**config.mk**
```make
export PLATFORM = sky130hd
export DESIGN_NAME = escaped_field_tokenizer
export DESIGN_NICKNAME = d
export VERILOG_FILES = /design/src/sv/etok_pkg.sv /design/src/sv/escaped_field_tokenizer.sv /design/src/sv/etok_front.sv /design/src/sv/etok_queue.sv /design/src/sv/etok_back.sv
export SDC_FILE = /design/constraint.sdc
export NUM_CORES = 1
export LEC_CHECK = 0
export BUFFER_PORTS_ARGS = -buffer_cell sky130_fd_sc_hd__buf_4
export CAP_MARGIN = 0
export CORE_UTILIZATION = 60
export DETAILED_ROUTE_END_ITERATION = 10
export GPL_TIMING_DRIVEN = 0
export HOLD_SLACK_MARGIN = 0.08
export PLACE_DENSITY = 0.89
export SLEW_MARGIN = 20
export SYNTH_ARGS = -nofsm -noshare
export SYNTH_HDL_FRONTEND = slang
export SYNTH_SLANG_ARGS = --single-unit
```
**constraint.sdc**
```tcl
create_clock -name i_clk -period 6.7 [get_ports i_clk]
set_input_delay 1.34 -clock i_clk [delete_from_list [all_inputs] [get_ports i_clk]]
set_output_delay 1.34 -clock i_clk [all_outputs]
set_load 0.02 [all_outputs]
```
**src/sv/etok_pkg.sv**
```systemverilog
// shared types, codes and character helpers of the escaped field tokenizer
// no dependencies; used by every rtl file through scoped names
package etok_pkg;

    typedef enum logic [2:0] {
        KIND_DATA  = 3'd0,
        KIND_FIELD = 3'd1,
        KIND_KEY   = 3'd2,
        KIND_LIST  = 3'd3,
        KIND_ERROR = 3'd4
    } t_kind;

    typedef struct packed {
        t_kind      kind;
        logic [7:0] byte_out;
        logic [7:0] slot;
    } t_res;

    localparam int MAX_RES = 3;

    // results caused by one character, oldest in res[0]
    typedef struct packed {
        logic [1:0]              count;
        t_res [MAX_RES-1:0]      res;
    } t_bundle;

    localparam int QUEUE_DEPTH = 4;
    localparam int QPTR_W      = $clog2(QUEUE_DEPTH);
    localparam int QCNT_W      = $clog2(QUEUE_DEPTH + 1);

    localparam logic [7:0] MAX_FIELDS_RESET = 8'd64;
    localparam logic [8:0] DELIM_NONE       = 9'h100;

    localparam logic [7:0] CH_NUL    = 8'h00;
    localparam logic [7:0] CH_EQUALS = 8'h3D;
    localparam logic [7:0] CH_HASH   = 8'h23;
    localparam logic [7:0] CH_ZERO   = 8'h30;
    localparam logic [7:0] CH_SEVEN  = 8'h37;
    localparam logic [7:0] CH_SQUOTE = 8'h27;
    localparam logic [7:0] CH_DQUOTE = 8'h22;
    localparam logic [7:0] CH_BSLASH = 8'h5C;
    localparam logic [7:0] CH_LOW_R  = 8'h72;
    localparam logic [7:0] CH_LOW_N  = 8'h6E;
    localparam logic [7:0] CH_LOW_B  = 8'h62;
    localparam logic [7:0] CH_LOW_F  = 8'h66;

    localparam logic [1:0] QUOTE_NONE   = 2'd0;
    localparam logic [1:0] QUOTE_DOUBLE = 2'd1;
    localparam logic [1:0] QUOTE_SINGLE = 2'd2;

    function automatic logic is_blank(input logic [8:0] c);
        is_blank = (c == 9'h020) || (c >= 9'h009 && c <= 9'h00D);
    endfunction

    function automatic logic is_delim(input logic [7:0] c);
        is_delim = (c == 8'h20) || (c == 8'h09) || (c == 8'h0A) || (c == 8'h0D) ||
                   (c == 8'h2C) || (c == 8'h3B) || (c == CH_HASH) || (c == 8'h3A) ||
                   (c == 8'h2F) || (c == 8'h7C);
    endfunction

    function automatic t_res make_res(input t_kind k, input logic [7:0] b,
                                      input logic [7:0] s);
        t_res r;
        r.kind     = k;
        r.byte_out = b;
        r.slot     = s;
        make_res   = r;
    endfunction

endpackage

```
**src/sv/escaped_field_tokenizer.sv**
```systemverilog
// escaped field tokenizer top level: front end, bundle queue, back end
// depends on etok_pkg, etok_front, etok_queue, etok_back
//
// input side is a queue write port: present a character on i_ch with
// i_push; it is taken at a clock edge where o_full is low. a zero
// character ends the line. output side is a queue read port: while
// o_empty is low the oldest result sits on o_kind, o_byte_out, o_slot and
// o_last, and i_pop takes it. o_last marks the final result of a character.
// one character enters per cycle while o_full is low; the front end decodes
// it in that cycle and writes its results (zero to three) as one bundle into
// a four-deep queue. the back end hands out one result per cycle while the
// receiver pops, so a character with several results takes one pop per
// result. the first result of a character passes through the queue and the
// back end's bundle register before it shows on the outputs.
// the user must write max_fields (i_cfg_we, i_cfg_wdata) only while idle;
// the block does not enforce it. reset clears line state and the queue and
// sets max_fields to 64. when the receiver stalls the queue fills and o_full
// holds off input; characters that make no result never occupy the queue.
module escaped_field_tokenizer (
    input  logic        i_clk,
    input  logic        i_rst_n,
    input  logic        i_cfg_we,
    input  logic [7:0]  i_cfg_wdata,
    input  logic        i_push,
    output logic        o_full,
    input  logic [7:0]  i_ch,
    output logic        o_empty,
    input  logic        i_pop,
    output logic [2:0]  o_kind,
    output logic [7:0]  o_byte_out,
    output logic [7:0]  o_slot,
    output logic        o_last
);

    logic                 accept;
    logic                 q_push, q_pop, q_full, q_valid;
    etok_pkg::t_bundle    q_in, q_head;

    // a character is taken whenever the queue has room
    assign accept = i_push && !q_full;
    assign o_full = q_full;

    etok_front u_front (
        .i_clk       (i_clk),
        .i_rst_n     (i_rst_n),
        .i_cfg_we    (i_cfg_we),
        .i_cfg_wdata (i_cfg_wdata),
        .i_accept    (accept),
        .i_ch        (i_ch),
        .o_q_push    (q_push),
        .o_q_bundle  (q_in)
    );

    // decouples decode from result delivery
    etok_queue u_queue (
        .i_clk    (i_clk),
        .i_rst_n  (i_rst_n),
        .i_push   (q_push),
        .i_bundle (q_in),
        .i_pop    (q_pop),
        .o_full   (q_full),
        .o_valid  (q_valid),
        .o_head   (q_head)
    );

    etok_back u_back (
        .i_clk      (i_clk),
        .i_rst_n    (i_rst_n),
        .i_q_valid  (q_valid),
        .i_q_head   (q_head),
        .o_q_pop    (q_pop),
        .i_pop      (i_pop),
        .o_empty    (o_empty),
        .o_kind     (o_kind),
        .o_byte_out (o_byte_out),
        .o_slot     (o_slot),
        .o_last     (o_last)
    );

endmodule

```
**src/sv/etok_front.sv**
```systemverilog
// front end: line state machine that decodes one accepted character per cycle
// into a bundle of up to three results; uses etok_pkg
module etok_front (
    input  logic                  i_clk,
    input  logic                  i_rst_n,
    input  logic                  i_cfg_we,
    input  logic [7:0]            i_cfg_wdata,
    input  logic                  i_accept,
    input  logic [7:0]            i_ch,
    output logic                  o_q_push,
    output etok_pkg::t_bundle     o_q_bundle
);

    logic       r_afs, n_afs;
    logic       r_fopen, n_fopen;
    logic [1:0] r_quote, n_quote;
    logic       r_esc, n_esc;
    logic       r_oct, n_oct;
    logic [7:0] r_octv, n_octv;
    logic [8:0] r_ld, n_ld;
    logic [7:0] r_slot, n_slot;
    logic       r_fe, n_fe;
    logic       r_skip, n_skip;
    logic [7:0] r_maxf;

    logic [1:0]                       cnt;
    etok_pkg::t_res [etok_pkg::MAX_RES-1:0] res;
    logic                             fc;
    logic [1:0]                       code;
    logic                             ld_blank;
    logic                             is_oct;

    always_comb begin
        n_afs   = r_afs;
        n_fopen = r_fopen;
        n_quote = r_quote;
        n_esc   = r_esc;
        n_oct   = r_oct;
        n_octv  = r_octv;
        n_ld    = r_ld;
        n_slot  = r_slot;
        n_fe    = r_fe;
        n_skip  = r_skip;
        cnt     = 2'd0;
        res     = '0;
        fc      = 1'b0;
        code    = etok_pkg::QUOTE_NONE;
        ld_blank = 1'b0;
        is_oct  = (i_ch >= etok_pkg::CH_ZERO) && (i_ch <= etok_pkg::CH_SEVEN);

        if (r_skip) begin
            if (i_ch == etok_pkg::CH_NUL) begin
                n_afs = 1'b1; n_fopen = 1'b0; n_quote = etok_pkg::QUOTE_NONE;
                n_esc = 1'b0; n_oct = 1'b0; n_octv = 8'd0;
                n_ld = etok_pkg::DELIM_NONE; n_slot = 8'd0; n_fe = 1'b1; n_skip = 1'b0;
            end
        end else if (r_esc) begin
            n_esc = 1'b0;
            if (i_ch == etok_pkg::CH_NUL) begin
                // line end right after backslash closes the field
                if (n_fe && n_ld == {1'b0, etok_pkg::CH_HASH}) begin
                    res[cnt] = etok_pkg::make_res(etok_pkg::KIND_LIST, 8'd0, n_slot);
                    cnt = cnt + 2'd1;
                end else begin
                    res[cnt] = etok_pkg::make_res(etok_pkg::KIND_FIELD, 8'd0, n_slot);
                    cnt = cnt + 2'd1;
                    res[cnt] = etok_pkg::make_res(etok_pkg::KIND_LIST, 8'd0,
                                                  n_slot + 8'd1);
                    cnt = cnt + 2'd1;
                end
                n_afs = 1'b1; n_fopen = 1'b0; n_quote = etok_pkg::QUOTE_NONE;
                n_oct = 1'b0; n_octv = 8'd0;
                n_ld = etok_pkg::DELIM_NONE; n_slot = 8'd0; n_fe = 1'b1; n_skip = 1'b0;
            end else if (is_oct) begin
                n_oct  = 1'b1;
                n_octv = i_ch - etok_pkg::CH_ZERO;
            end else begin
                case (i_ch)
                    etok_pkg::CH_LOW_R: res[cnt] =
                        etok_pkg::make_res(etok_pkg::KIND_DATA, 8'd13, 8'd0);
                    etok_pkg::CH_LOW_N: res[cnt] =
                        etok_pkg::make_res(etok_pkg::KIND_DATA, 8'd10, 8'd0);
                    etok_pkg::CH_LOW_B: res[cnt] =
                        etok_pkg::make_res(etok_pkg::KIND_DATA, 8'd8, 8'd0);
                    etok_pkg::CH_LOW_F: res[cnt] =
                        etok_pkg::make_res(etok_pkg::KIND_DATA, 8'd12, 8'd0);
                    default: res[cnt] =
                        etok_pkg::make_res(etok_pkg::KIND_DATA, i_ch, 8'd0);
                endcase
                cnt  = cnt + 2'd1;
                n_fe = 1'b0;
            end
        end else if (r_oct && is_oct) begin
            n_octv = {r_octv[4:0], 3'b000} | (i_ch - etok_pkg::CH_ZERO);
        end else begin
            if (r_oct) begin
                res[cnt] = etok_pkg::make_res(etok_pkg::KIND_DATA, r_octv, 8'd0);
                cnt    = cnt + 2'd1;
                n_fe   = 1'b0;
                n_oct  = 1'b0;
                n_octv = 8'd0;
            end
            if (n_afs && !n_fopen) begin
                if (i_ch == etok_pkg::CH_NUL) begin
                    res[cnt] = etok_pkg::make_res(etok_pkg::KIND_LIST, 8'd0, n_slot);
                    cnt = cnt + 2'd1;
                    n_afs = 1'b1; n_fopen = 1'b0; n_quote = etok_pkg::QUOTE_NONE;
                    n_esc = 1'b0; n_oct = 1'b0; n_octv = 8'd0;
                    n_ld = etok_pkg::DELIM_NONE; n_slot = 8'd0; n_fe = 1'b1;
                    n_skip = 1'b0;
                end else if ({1'b0, n_slot} + 9'd2 >= {1'b0, r_maxf}) begin
                    res[cnt] = etok_pkg::make_res(etok_pkg::KIND_ERROR, 8'd0, n_slot);
                    cnt = cnt + 2'd1;
                    n_skip = 1'b1;
                end else begin
                    n_fopen = 1'b1;
                    n_quote = etok_pkg::QUOTE_NONE;
                    n_fe    = 1'b1;
                    fc      = !etok_pkg::is_blank({1'b0, i_ch});
                end
            end else if (i_ch == etok_pkg::CH_NUL) begin
                if (n_fe && n_ld == {1'b0, etok_pkg::CH_HASH}) begin
                    res[cnt] = etok_pkg::make_res(etok_pkg::KIND_LIST, 8'd0, n_slot);
                    cnt = cnt + 2'd1;
                end else begin
                    res[cnt] = etok_pkg::make_res(etok_pkg::KIND_FIELD, 8'd0, n_slot);
                    cnt = cnt + 2'd1;
                    res[cnt] = etok_pkg::make_res(etok_pkg::KIND_LIST, 8'd0,
                                                  n_slot + 8'd1);
                    cnt = cnt + 2'd1;
                end
                n_afs = 1'b1; n_fopen = 1'b0; n_quote = etok_pkg::QUOTE_NONE;
                n_esc = 1'b0; n_oct = 1'b0; n_octv = 8'd0;
                n_ld = etok_pkg::DELIM_NONE; n_slot = 8'd0; n_fe = 1'b1; n_skip = 1'b0;
            end else begin
                fc = !(n_afs && etok_pkg::is_blank({1'b0, i_ch}));
            end
        end

        // ordinary character inside a field
        if (fc) begin
            n_afs    = 1'b0;
            ld_blank = etok_pkg::is_blank(n_ld);
            if (i_ch == etok_pkg::CH_DQUOTE || i_ch == etok_pkg::CH_SQUOTE) begin
                code = (i_ch == etok_pkg::CH_DQUOTE) ? etok_pkg::QUOTE_DOUBLE
                                                     : etok_pkg::QUOTE_SINGLE;
                if (n_quote == code) begin
                    n_quote = etok_pkg::QUOTE_NONE;
                end else if (n_quote != etok_pkg::QUOTE_NONE) begin
                    if (cnt != 2'd3) begin
                        res[cnt] = etok_pkg::make_res(etok_pkg::KIND_DATA, i_ch, 8'd0);
                        cnt = cnt + 2'd1;
                    end
                    n_fe = 1'b0;
                end else begin
                    n_quote = code;
                end
                n_ld = etok_pkg::DELIM_NONE;
            end else if (i_ch == etok_pkg::CH_BSLASH) begin
                n_esc = 1'b1;
                n_ld  = etok_pkg::DELIM_NONE;
            end else if (i_ch == etok_pkg::CH_EQUALS && n_quote == etok_pkg::QUOTE_NONE) begin
                if (cnt != 2'd3) begin
                    res[cnt] = etok_pkg::make_res(etok_pkg::KIND_KEY, 8'd0, n_slot + 8'd1);
                    cnt = cnt + 2'd1;
                end
                n_slot  = n_slot + 8'd2;
                n_ld    = {1'b0, etok_pkg::CH_EQUALS};
                n_afs   = 1'b1;
                n_fopen = 1'b0;
            end else if (etok_pkg::is_delim(i_ch) && n_quote == etok_pkg::QUOTE_NONE) begin
                n_ld = {1'b0, i_ch};
                if (ld_blank && i_ch != etok_pkg::CH_HASH) begin
                    // delimiter other than hash after whitespace: no empty field
                    n_afs   = 1'b1;
                    n_fopen = 1'b0;
                end else if (n_fe && i_ch == etok_pkg::CH_HASH) begin
                    if (cnt != 2'd3) begin
                        res[cnt] = etok_pkg::make_res(etok_pkg::KIND_LIST, 8'd0, n_slot);
                        cnt = cnt + 2'd1;
                    end
                    n_skip = 1'b1;
                end else begin
                    if (cnt != 2'd3) begin
                        res[cnt] = etok_pkg::make_res(etok_pkg::KIND_FIELD, 8'd0, n_slot);
                        cnt = cnt + 2'd1;
                    end
                    n_slot  = n_slot + 8'd1;
                    n_afs   = 1'b1;
                    n_fopen = 1'b0;
                end
            end else begin
                if (cnt != 2'd3) begin
                    res[cnt] = etok_pkg::make_res(etok_pkg::KIND_DATA, i_ch, 8'd0);
                    cnt = cnt + 2'd1;
                end
                n_fe = 1'b0;
                n_ld = etok_pkg::DELIM_NONE;
            end
        end
    end

    assign o_q_push         = i_accept && (cnt != 2'd0);
    assign o_q_bundle.count = cnt;
    assign o_q_bundle.res   = res;

    always_ff @(posedge i_clk) begin
        if (!i_rst_n) begin
            r_afs   <= 1'b1;
            r_fopen <= 1'b0;
            r_quote <= etok_pkg::QUOTE_NONE;
            r_esc   <= 1'b0;
            r_oct   <= 1'b0;
            r_octv  <= 8'd0;
            r_ld    <= etok_pkg::DELIM_NONE;
            r_slot  <= 8'd0;
            r_fe    <= 1'b1;
            r_skip  <= 1'b0;
            r_maxf  <= etok_pkg::MAX_FIELDS_RESET;
        end else begin
            if (i_accept) begin
                r_afs   <= n_afs;
                r_fopen <= n_fopen;
                r_quote <= n_quote;
                r_esc   <= n_esc;
                r_oct   <= n_oct;
                r_octv  <= n_octv;
                r_ld    <= n_ld;
                r_slot  <= n_slot;
                r_fe    <= n_fe;
                r_skip  <= n_skip;
            end
            if (i_cfg_we) begin
                r_maxf <= i_cfg_wdata;
            end
        end
    end

endmodule

```
**src/sv/etok_queue.sv**
```systemverilog
// short queue of result bundles between front and back end
// uses etok_pkg for the bundle type and depth
module etok_queue (
    input  logic                  i_clk,
    input  logic                  i_rst_n,
    input  logic                  i_push,
    input  etok_pkg::t_bundle     i_bundle,
    input  logic                  i_pop,
    output logic                  o_full,
    output logic                  o_valid,
    output etok_pkg::t_bundle     o_head
);

    etok_pkg::t_bundle                r_mem [etok_pkg::QUEUE_DEPTH];
    logic [etok_pkg::QPTR_W-1:0]      r_wr, r_rd;
    logic [etok_pkg::QCNT_W-1:0]      r_cnt, n_cnt;
    logic                             do_push, do_pop;

    assign o_full  = (r_cnt == etok_pkg::QCNT_W'(etok_pkg::QUEUE_DEPTH));
    assign o_valid = (r_cnt != '0);
    assign o_head  = r_mem[r_rd];
    assign do_push = i_push && !o_full;
    assign do_pop  = i_pop && o_valid;

    always_comb begin
        n_cnt = r_cnt;
        if (do_push && !do_pop) begin
            n_cnt = r_cnt + 1'b1;
        end else if (do_pop && !do_push) begin
            n_cnt = r_cnt - 1'b1;
        end
    end

    always_ff @(posedge i_clk) begin
        if (do_push) begin
            r_mem[r_wr] <= i_bundle;
        end
    end

    always_ff @(posedge i_clk) begin
        if (!i_rst_n) begin
            r_wr  <= '0;
            r_rd  <= '0;
            r_cnt <= '0;
        end else begin
            r_cnt <= n_cnt;
            if (do_push) begin
                r_wr <= r_wr + 1'b1;
            end
            if (do_pop) begin
                r_rd <= r_rd + 1'b1;
            end
        end
    end

endmodule

```
**src/sv/etok_back.sv**
```systemverilog
// back end: holds one bundle and hands its results out one per pop
// uses etok_pkg for the bundle type
module etok_back (
    input  logic                  i_clk,
    input  logic                  i_rst_n,
    input  logic                  i_q_valid,
    input  etok_pkg::t_bundle     i_q_head,
    output logic                  o_q_pop,
    input  logic                  i_pop,
    output logic                  o_empty,
    output logic [2:0]            o_kind,
    output logic [7:0]            o_byte_out,
    output logic [7:0]            o_slot,
    output logic                  o_last
);

    logic                 r_valid;
    etok_pkg::t_bundle    r_bundle;
    logic [1:0]           r_idx;
    logic                 is_last, done;
    etok_pkg::t_res       cur;

    assign cur     = r_bundle.res[r_idx];
    assign is_last = (r_idx == r_bundle.count - 2'd1);
    assign done    = r_valid && i_pop && is_last;
    assign o_q_pop = i_q_valid && (!r_valid || done);

    assign o_empty    = !r_valid;
    assign o_kind     = cur.kind;
    assign o_byte_out = cur.byte_out;
    assign o_slot     = cur.slot;
    assign o_last     = is_last;

    always_ff @(posedge i_clk) begin
        if (o_q_pop) begin
            r_bundle <= i_q_head;
        end
    end

    always_ff @(posedge i_clk) begin
        if (!i_rst_n) begin
            r_valid <= 1'b0;
            r_idx   <= 2'd0;
        end else if (o_q_pop) begin
            r_valid <= 1'b1;
            r_idx   <= 2'd0;
        end else if (done) begin
            r_valid <= 1'b0;
            r_idx   <= 2'd0;
        end else if (r_valid && i_pop) begin
            r_idx <= r_idx + 2'd1;
        end
    end

endmodule

```
==> results of run 1 <==
[area by class of cell]
class / count / area [sq um]
Sequential cell: 341 / 9730
Inverter: 34 / 130
Timing Repair Buffer: 45 / 408
Tap cell: 335 / 419
Clock buffer: 40 / 895
Buffer: 82 / 339
Clock inverter: 19 / 193
Fill cell: 1755 / 8140
Multi-Input combinational cell: 793 / 6030
[layer usage]
| layer | track usage [%] | routed length (um) | up-vias |
|---|---|---|---|
| met1 | 46.1 | 17900 | 5852 |
| met4 | 12.6 | 1740 | 0 |
| met2 | 54.7 | 21900 | 833 |
| met3 | 5.89 | 4800 | 141 |
| met5 | 0 | 0 | - |
| li1 | - | - | 5051 |
[worst max-delay path by stage]
stage,slack [ns],start,cells past startpoint,end
floorplan,1.14,i_ch[4],11,u_queue.r_mem[0][0]
global placement,-1.15,i_ch[4],12,u_queue.r_mem[1][49]
detailed placement,0.26,i_ch[4],17,u_queue.r_cnt[2]
CTS,0.65,u_front.r_slot[1],22,u_queue.r_cnt[2]
global route,0.17,u_front.r_slot[1],22,u_queue.r_cnt[2]
finish,0.54,u_front.r_slot[1],22,u_queue.r_cnt[2]
[Yosys cell counts, types with 14 or more instances]
cell	instances
a21oi_1	63
a22oi_1	15
a31oi_1	17
and2_1	16
buf_1	14
clkbuf_1	53
dfxtp_1	51
edfxtp_1	290
ha_1	31
inv_1	33
mux2i_1	31
mux4_2	58
nand2_1	92
nand3_1	28
nor2_1	86
nor3_1	32
o21ai_0	67
o22ai_1	23
[power by group through the flow]
stage | Sequential [uW] | Combinational [uW] | Clock, uW
after floorplan | 2930 | 964 | 0
after global placement | 2960 | 1370 | 0
after detailed placement | 2970 | 1480 | 0
after CTS | 2940 | 1510 | 1890
after global routing | 2970 | 1600 | 1970
final | 2940 | 1520 | 1880
[critical path: stages (launching register included)]
cell and delay, ns:
dfxtp_1 0.45, ha_1 0.19, clkbuf_1 0.38, nand2_1 0.12, xnor2_1 0.15, ha_1 0.36
nand3_1 0.08, o211ai_1 0.29, a211o_1 0.14, buf_2 0.28, ha_1 0.33, o21a_1 0.21
a221oi_1 0.32, a21boi_0 0.25, and4_1 0.21, o32ai_1 0.63, o31a_1 0.33, ha_1 0.22
inv_1 0.07, fa_1 0.43, xor2_1 0.17, or3_1 0.30, a21oi_1 0.14
[state kept, by name, indices dropped and copies added (netlist names)]
name and flops:
u_front.r_slot 8, u_queue.r_wr 2, u_front.r_octv 8, u_front.r_afs 1, u_queue.r_cnt 3, u_front.r_skip 1, u_front.r_ld 9, u_back.r_bundle 58
u_queue.r_mem 232, u_front.r_quote 2, u_front.r_maxf 8, u_front.r_fopen 1, u_front.r_oct 1, u_back.r_idx 2, u_front.r_esc 1, u_front.r_fe 1
u_queue.r_rd 2, u_back.r_valid 1
[stage by stage]
stage               utilization (%)  TNS [ns]  hold WS, ns
floorplan                         -         0        0.427
global placement               64.4   -261.86        0.448
detailed placement             64.9         0        0.456
CTS                            69.0         0        0.465
global route                   69.0         0        0.495
finish                         69.0         0        0.463
[kinds of logic (layout without fill, tap and decap cells)]
| family | count (synthesis) | count (layout) | share of synthesized area [%] |
|---|---|---|---|
| AND/OR/NAND/NOR | 352 | 352 | 11.1 |
| flip-flops | 341 | 341 | 60.0 |
| AO/OA/AOI/OAI | 297 | 297 | 12.2 |
| buffers and inverters | 116 | 220 | 2.88 |
| multiplexers | 91 | 91 | 10.1 |
| adder cells (fa/ha/maj) | 32 | 32 | 2.52 |
| XOR/XNOR | 21 | 21 | 1.13 |
==> impl_metrics.csv, run 1 <==
group,metric,value,unit
pwr,ir_drop,0.259,mV
floorplanning,core_area,0.0263,sq mm
placed_design,dpl-instance-area,0.0171,sq mm
critical_path,startpoint_type,"flop",
yosys,synth_nets,1303,
yosys,synth_ff_type,"edfxtp_1",
critical_path,cp-end-kind,"flop",
pwr,powerDensity,350,mW/mm^2
route,vias_per_cell,7.03,
critical_path,rr_worst_depth,22,
timing,rsz0062_at_grt,"no",
critical_path,r2r_slack,0.54,ns
pwr,total_power,6340,uW
cts,path_clk_slew,0.06,ns
final_layout,final_common_cell,"edfxtp_1",
yosys,seq_area_frac_synth,60.0,%
cts,cts_buffer_depth,3,
yosys,avgSynthCellArea,13.0,sq um
grt,grt_pass1_wl,69800,um
critical_path,r2r-start,"u_front.r_slot[1]",
critical_path,crit_fanout,11,
cts,root_buffer,"clkbuf_16",
yosys,synth_edf_count,290,
timing,layout_setup_ws,0.541,ns
placed_design,dp_hpwl,31600,um
placed_design,numPlacedInstances,1630,
grt,grt_pass1_vias,11500,
cts,cts_setup_buffers,0,
hold_path,whs_path_depth,2,
critical_path,r2r-end,"u_queue.r_cnt[2]",
floorplanning,rows,59,
cts,cts-htree-levels,2,
cts,ctsHoldBuffers,0,
yosys,synth_top_area_share,53.7,%
floorplanning,initial_utilization,61.7,%
grt,track_usage,33.8,%
final_layout,diodes,0,
route,firstDrtPassIters,9,
grt,antenna_found_initial,0,
route,via_count,11900,
placed_design,gp_congestion,0.995,
hold_path,hold_class,"flop to flop",
floorplanning,dieHeight,166,um
timing,fin_crit_sh,91.9,%
final_layout,syn_to_final_growth,11.9,%
timing,timing.fmax,162,MHz
pwr,combPwrFrac,23.9,%
yosys,async_flop_share,0,%
job,drv_cap,0,
cts,cts_num_sinks,341,
floorplanning,ios,43,
yosys,netlist-cell-type-count,87,
cts,cts_tree,"done",
hold_path,whs_endpoint,"u_front.r_ld[4]",
yosys,syn_inst,1250,
run_status,status,"complete, but fails checks",
pwr,p_seq_share,46.4,%
final_layout,final_cell_mix,"edfxtp_1 (290), nand2_1 (92), nor2_1 (86)",
critical_path,critPathKind,"flop to flop",
pwr,pwr-share-clk,29.7,%
grt,grt_max_degree,60,
pwr,p_switching,1880,uW
floorplanning,die_x,166,um
hold_path,hp-start,"u_front.r_ld[4]",
critical_path,arrival,6.59,ns
cts,ctsResizeCount,0,
route,wl_per_cell,27.5,um
route,antenna_left,0,
yosys,yosys_warnings,0,
yosys,synth-seq-cells,341,
final_layout,stdcell_count,1689,
placed_design,port_buffers,40,
route,drtIter0Drc,1579,
route,drcViolationCount,3,
yosys,synth_largest_area_cell,"edfxtp_1",
timing,worst_slew_margin_rel,29.3,%
cts,clk_latency,0.52,ns
timing,finalSetupViolCount,0,
yosys,synth_area_leaders,"edfxtp_1 (54%), mux4_2 (8.1%), dfxtp_1 (6.3%)",
timing,drv_slew,0,
pwr,p_leak,0.00601,uW
run_status,violations,"DRC",
pwr,internal_power,4460,uW
pwr,switching_share,29.7,%
floorplanning,die_area,0.0277,sq mm
critical_path,required,7.14,ns
timing,finalHoldViolCount,0,
timing,skew,0.0243,ns
placed_design,dp_slack,0.260,ns
final_layout,drive_gt1_share,14.1,%
cts,numCtsBuffers,34,
timing,finalCriticalPeriod,6.16,ns
route,wirelength,46400,um
timing,worst_pin_slew,1.05,ns
yosys,synth_area,0.0162,sq mm
grt,overflow,0,
final_layout,nNetsFinal,1384,
final_layout,design_area,0.0181,sq mm
(Power assumes the default switching activity.)
==> run 2: changes to the inputs <==
--- a/config.mk
+++ b/config.mk
@@ -7,7 +7,9 @@
 export LEC_CHECK = 0
 export BUFFER_PORTS_ARGS = -buffer_cell sky130_fd_sc_hd__buf_4
 export CAP_MARGIN = 0
+export CORE_MARGIN = 5
 export CORE_UTILIZATION = 60
+export CTS_BUF_LIST = sky130_fd_sc_hd__clkbuf_8
 export DETAILED_ROUTE_END_ITERATION = 10
 export GPL_TIMING_DRIVEN = 0
 export HOLD_SLACK_MARGIN = 0.08
==> run 2 against run 1 <==
  * The run now ends clean
  * Sequential share of layout area increased by 0.089 points
  * First-iteration DRC count down 1.1%
  * Combinational power shrank 3%
  * Utilization down 1.5 points
  * Die area increased by 9.8%
  * Count of clock-buffer cells in the layout grew 15
  * Final cell count is 2.5% higher
  * Design area fell by 0.17%
==> impl_metrics.csv, run 2 (synthesis gave the netlist of run 1 again) <==
group,metric,value,unit
run_status,status,"completed",
floorplanning,initial_utilization,60.5,%
route,vias_per_cell,6.75,
cts,ctsHoldBuffers,0,
timing,fin_crit_sh,92.9,%
cts,cts_buffer_depth,3,
grt,grt_pass1_wl,67900,um
cts,cts_setup_buffers,0,
route,wl_per_cell,25.2,um
cts,numCtsBuffers,53,
critical_path,r2r-end,"u_queue.r_cnt[2]",
pwr,ir_drop,0.236,mV
critical_path,critical_path.endpoint,"u_queue.r_cnt[2]",
placed_design,gp_congestion,1.01,
final_layout,final_common_cell,"edfxtp_1",
final_layout,final_cell_mix,"edfxtp_1 (290), nand2_1 (92), nor2_1 (86)",
final_layout,nNetsFinal,1403,
cts,cts_tree,"done",
final_layout,top_register,"u_queue.r_mem",
final_layout,syn_to_final_growth,11.8,%
pwr,p_seq_share,47.9,%
route,antenna_left,0,
route,wirelength,43500,um
grt,grt_pass1_vias,11500,
critical_path,crit_fanout,11,
grt,overflow,0,
cts,cts_num_sinks,341,
placed_design,dp_hpwl,30900,um
route,drtIter0Drc,1561,
route,via_count,11700,
placed_design,dp_slack,0.219,ns
timing,drv_slew,0,
route,firstDrtPassIters,5,
critical_path,r2r_slack,0.48,ns
final_layout,fillCellCount,1789,
critical_path,startpoint_type,"flop",
floorplanning,rows,60,
pwr,p_leak,0.00606,uW
timing,finalHoldViolCount,0,
job,drv_cap,0,
cts,root_buffer,"clkbuf_8",
floorplanning,die_x,174,um
pwr,p_switching,1830,uW
final_layout,final_util,67.6,%
timing,rsz0062_at_grt,"no",
critical_path,rr_worst_depth,21,
critical_path,cp-end-kind,"flop",
cts,cts-htree-levels,2,
timing,worst_slew_margin_rel,25.0,%
critical_path,critPathKind,"flop to flop",
pwr,switching_share,30.0,%
cts,path_clk_slew,0.07,ns
critical_path,cp-startpoint,"u_front.r_slot[2]",
grt,track_usage,28.9,%
floorplanning,die_area,0.0304,sq mm
placed_design,numPlacedInstances,1636,
timing,finalSetupViolCount,0,
grt,antenna_found_initial,0,
pwr,internal_power,4270,uW
placed_design,port_buffers,40,
timing,layout_setup_ws,0.476,ns
floorplanning,dieHeight,174,um
pwr,powerDensity,337,mW/mm^2
final_layout,drive_gt1_share,15.8,%
grt,grt_max_degree,50,
timing,skew,0.0401,ns
timing,timing.fmax,161,MHz
timing,worst_pin_slew,1.10,ns
final_layout,largest_register_ffs,232,
cts,clk_latency,0.60,ns
final_layout,diodes,0,
route,drcViolationCount,0,
hold_path,hold_class,"flop to flop",
timing,tns,0,ns
floorplanning,ios,43,
pwr,combPwrFrac,24.2,%
final_layout,reg_top3,"u_queue.r_mem: 232 flops, u_back.r_bundle: 58 flops, u_front.r_ld: 9 flops",
critical_path,r2r-start,"u_front.r_slot[2]",
critical_path,arrival,6.74,ns
critical_path,required,7.22,ns
cts,ctsResizeCount,0,
pwr,pwr-share-clk,27.9,%
final_layout,stdcell_count,1731,
floorplanning,core_area,0.0268,sq mm
timing,finalCriticalPeriod,6.22,ns
==> run 2: cell count changes in the layout (fill, tap and decap cells not counted), sizes merged <==
cell,change
inv,+9
clkinv,+12
clkbuf,+15
==> run 2: worst min path at each step <==
| stage | from | endpoint | slack [ns] | cells past startpoint |
|---|---|---|---|---|
| final | u_front.r_ld[4] | u_front.r_ld[4] | 0.46 | 2 |
| after CTS | u_front.r_ld[4] | u_front.r_ld[4] | 0.46 | 2 |
| after floorplan | u_front.r_ld[4] | u_front.r_ld[4] | 0.43 | 2 |
| after detailed placement | u_front.r_ld[4] | u_front.r_ld[4] | 0.45 | 2 |
| after global routing | u_front.r_ld[4] | u_front.r_ld[4] | 0.48 | 2 |
| after global placement | u_front.r_ld[4] | u_front.r_ld[4] | 0.44 | 2 |
==> run 2: area by class of cell <==
type | count | area [sq um] | area share [%]
buffer | 82 | 339 | 1.87
clock buffer | 55 | 757 | 4.18
clock inverter | 40 | 272 | 1.50
inverter | 34 | 130 | 0.719
multi-input combinational | 793 | 6030 | 33.3
sequential | 341 | 9730 | 53.7
tap | 341 | 427 | 2.36
timing repair buffer | 45 | 430 | 2.38
==> run 2: metal layers <==
metal / track usage, % / vias up / wire length, um
li1: - / 5095 / -
met2: 45.8 / 779 / 20400
met3: 5.55 / 128 / 4510
met4: 11.2 / 0 / 1650
met5: 0 / - / 0
met1: 40.0 / 5683 / 17000
==> run 2: worst max-delay path: stages, from the launching register on <==
cell      delay [ns]
dfxtp_1         0.41
clkbuf_1        0.52
and4_1          0.35
xnor2_1         0.09
ha_1            0.32
nand3_1         0.08
o211ai_1        0.27
a211o_1         0.14
buf_2           0.26
ha_1            0.32
o21a_1          0.21
a221oi_1        0.31
a21boi_0        0.28
and4_1          0.23
o32ai_1         0.63
o31a_1          0.35
ha_1            0.23
inv_1           0.07
fa_1            0.43
xor2_1          0.17
or3_1           0.30
a21oi_1         0.14
==> run 2: power by group through the flow <==
| stage | logic [uW] | clock network [uW] | registers [uW] |
|---|---|---|---|
| floorplan | 964 | 0 | 2930 |
| detailed placement | 1480 | 0 | 2970 |
| CTS | 1490 | 1720 | 2930 |
| global route | 1590 | 1840 | 2950 |
| finish | 1480 | 1700 | 2920 |
| global placement | 1380 | 0 | 2960 |
==> run 2: metrics by stage <==
stage	power, uW	area, sq um	hold slack (ns)
floorplan	3890	16200	0.427
global placement	4340	16900	0.443
detailed placement	4450	17100	0.449
CTS	6140	18100	0.459
global route	6390	18100	0.482
finish	6110	18100	0.459
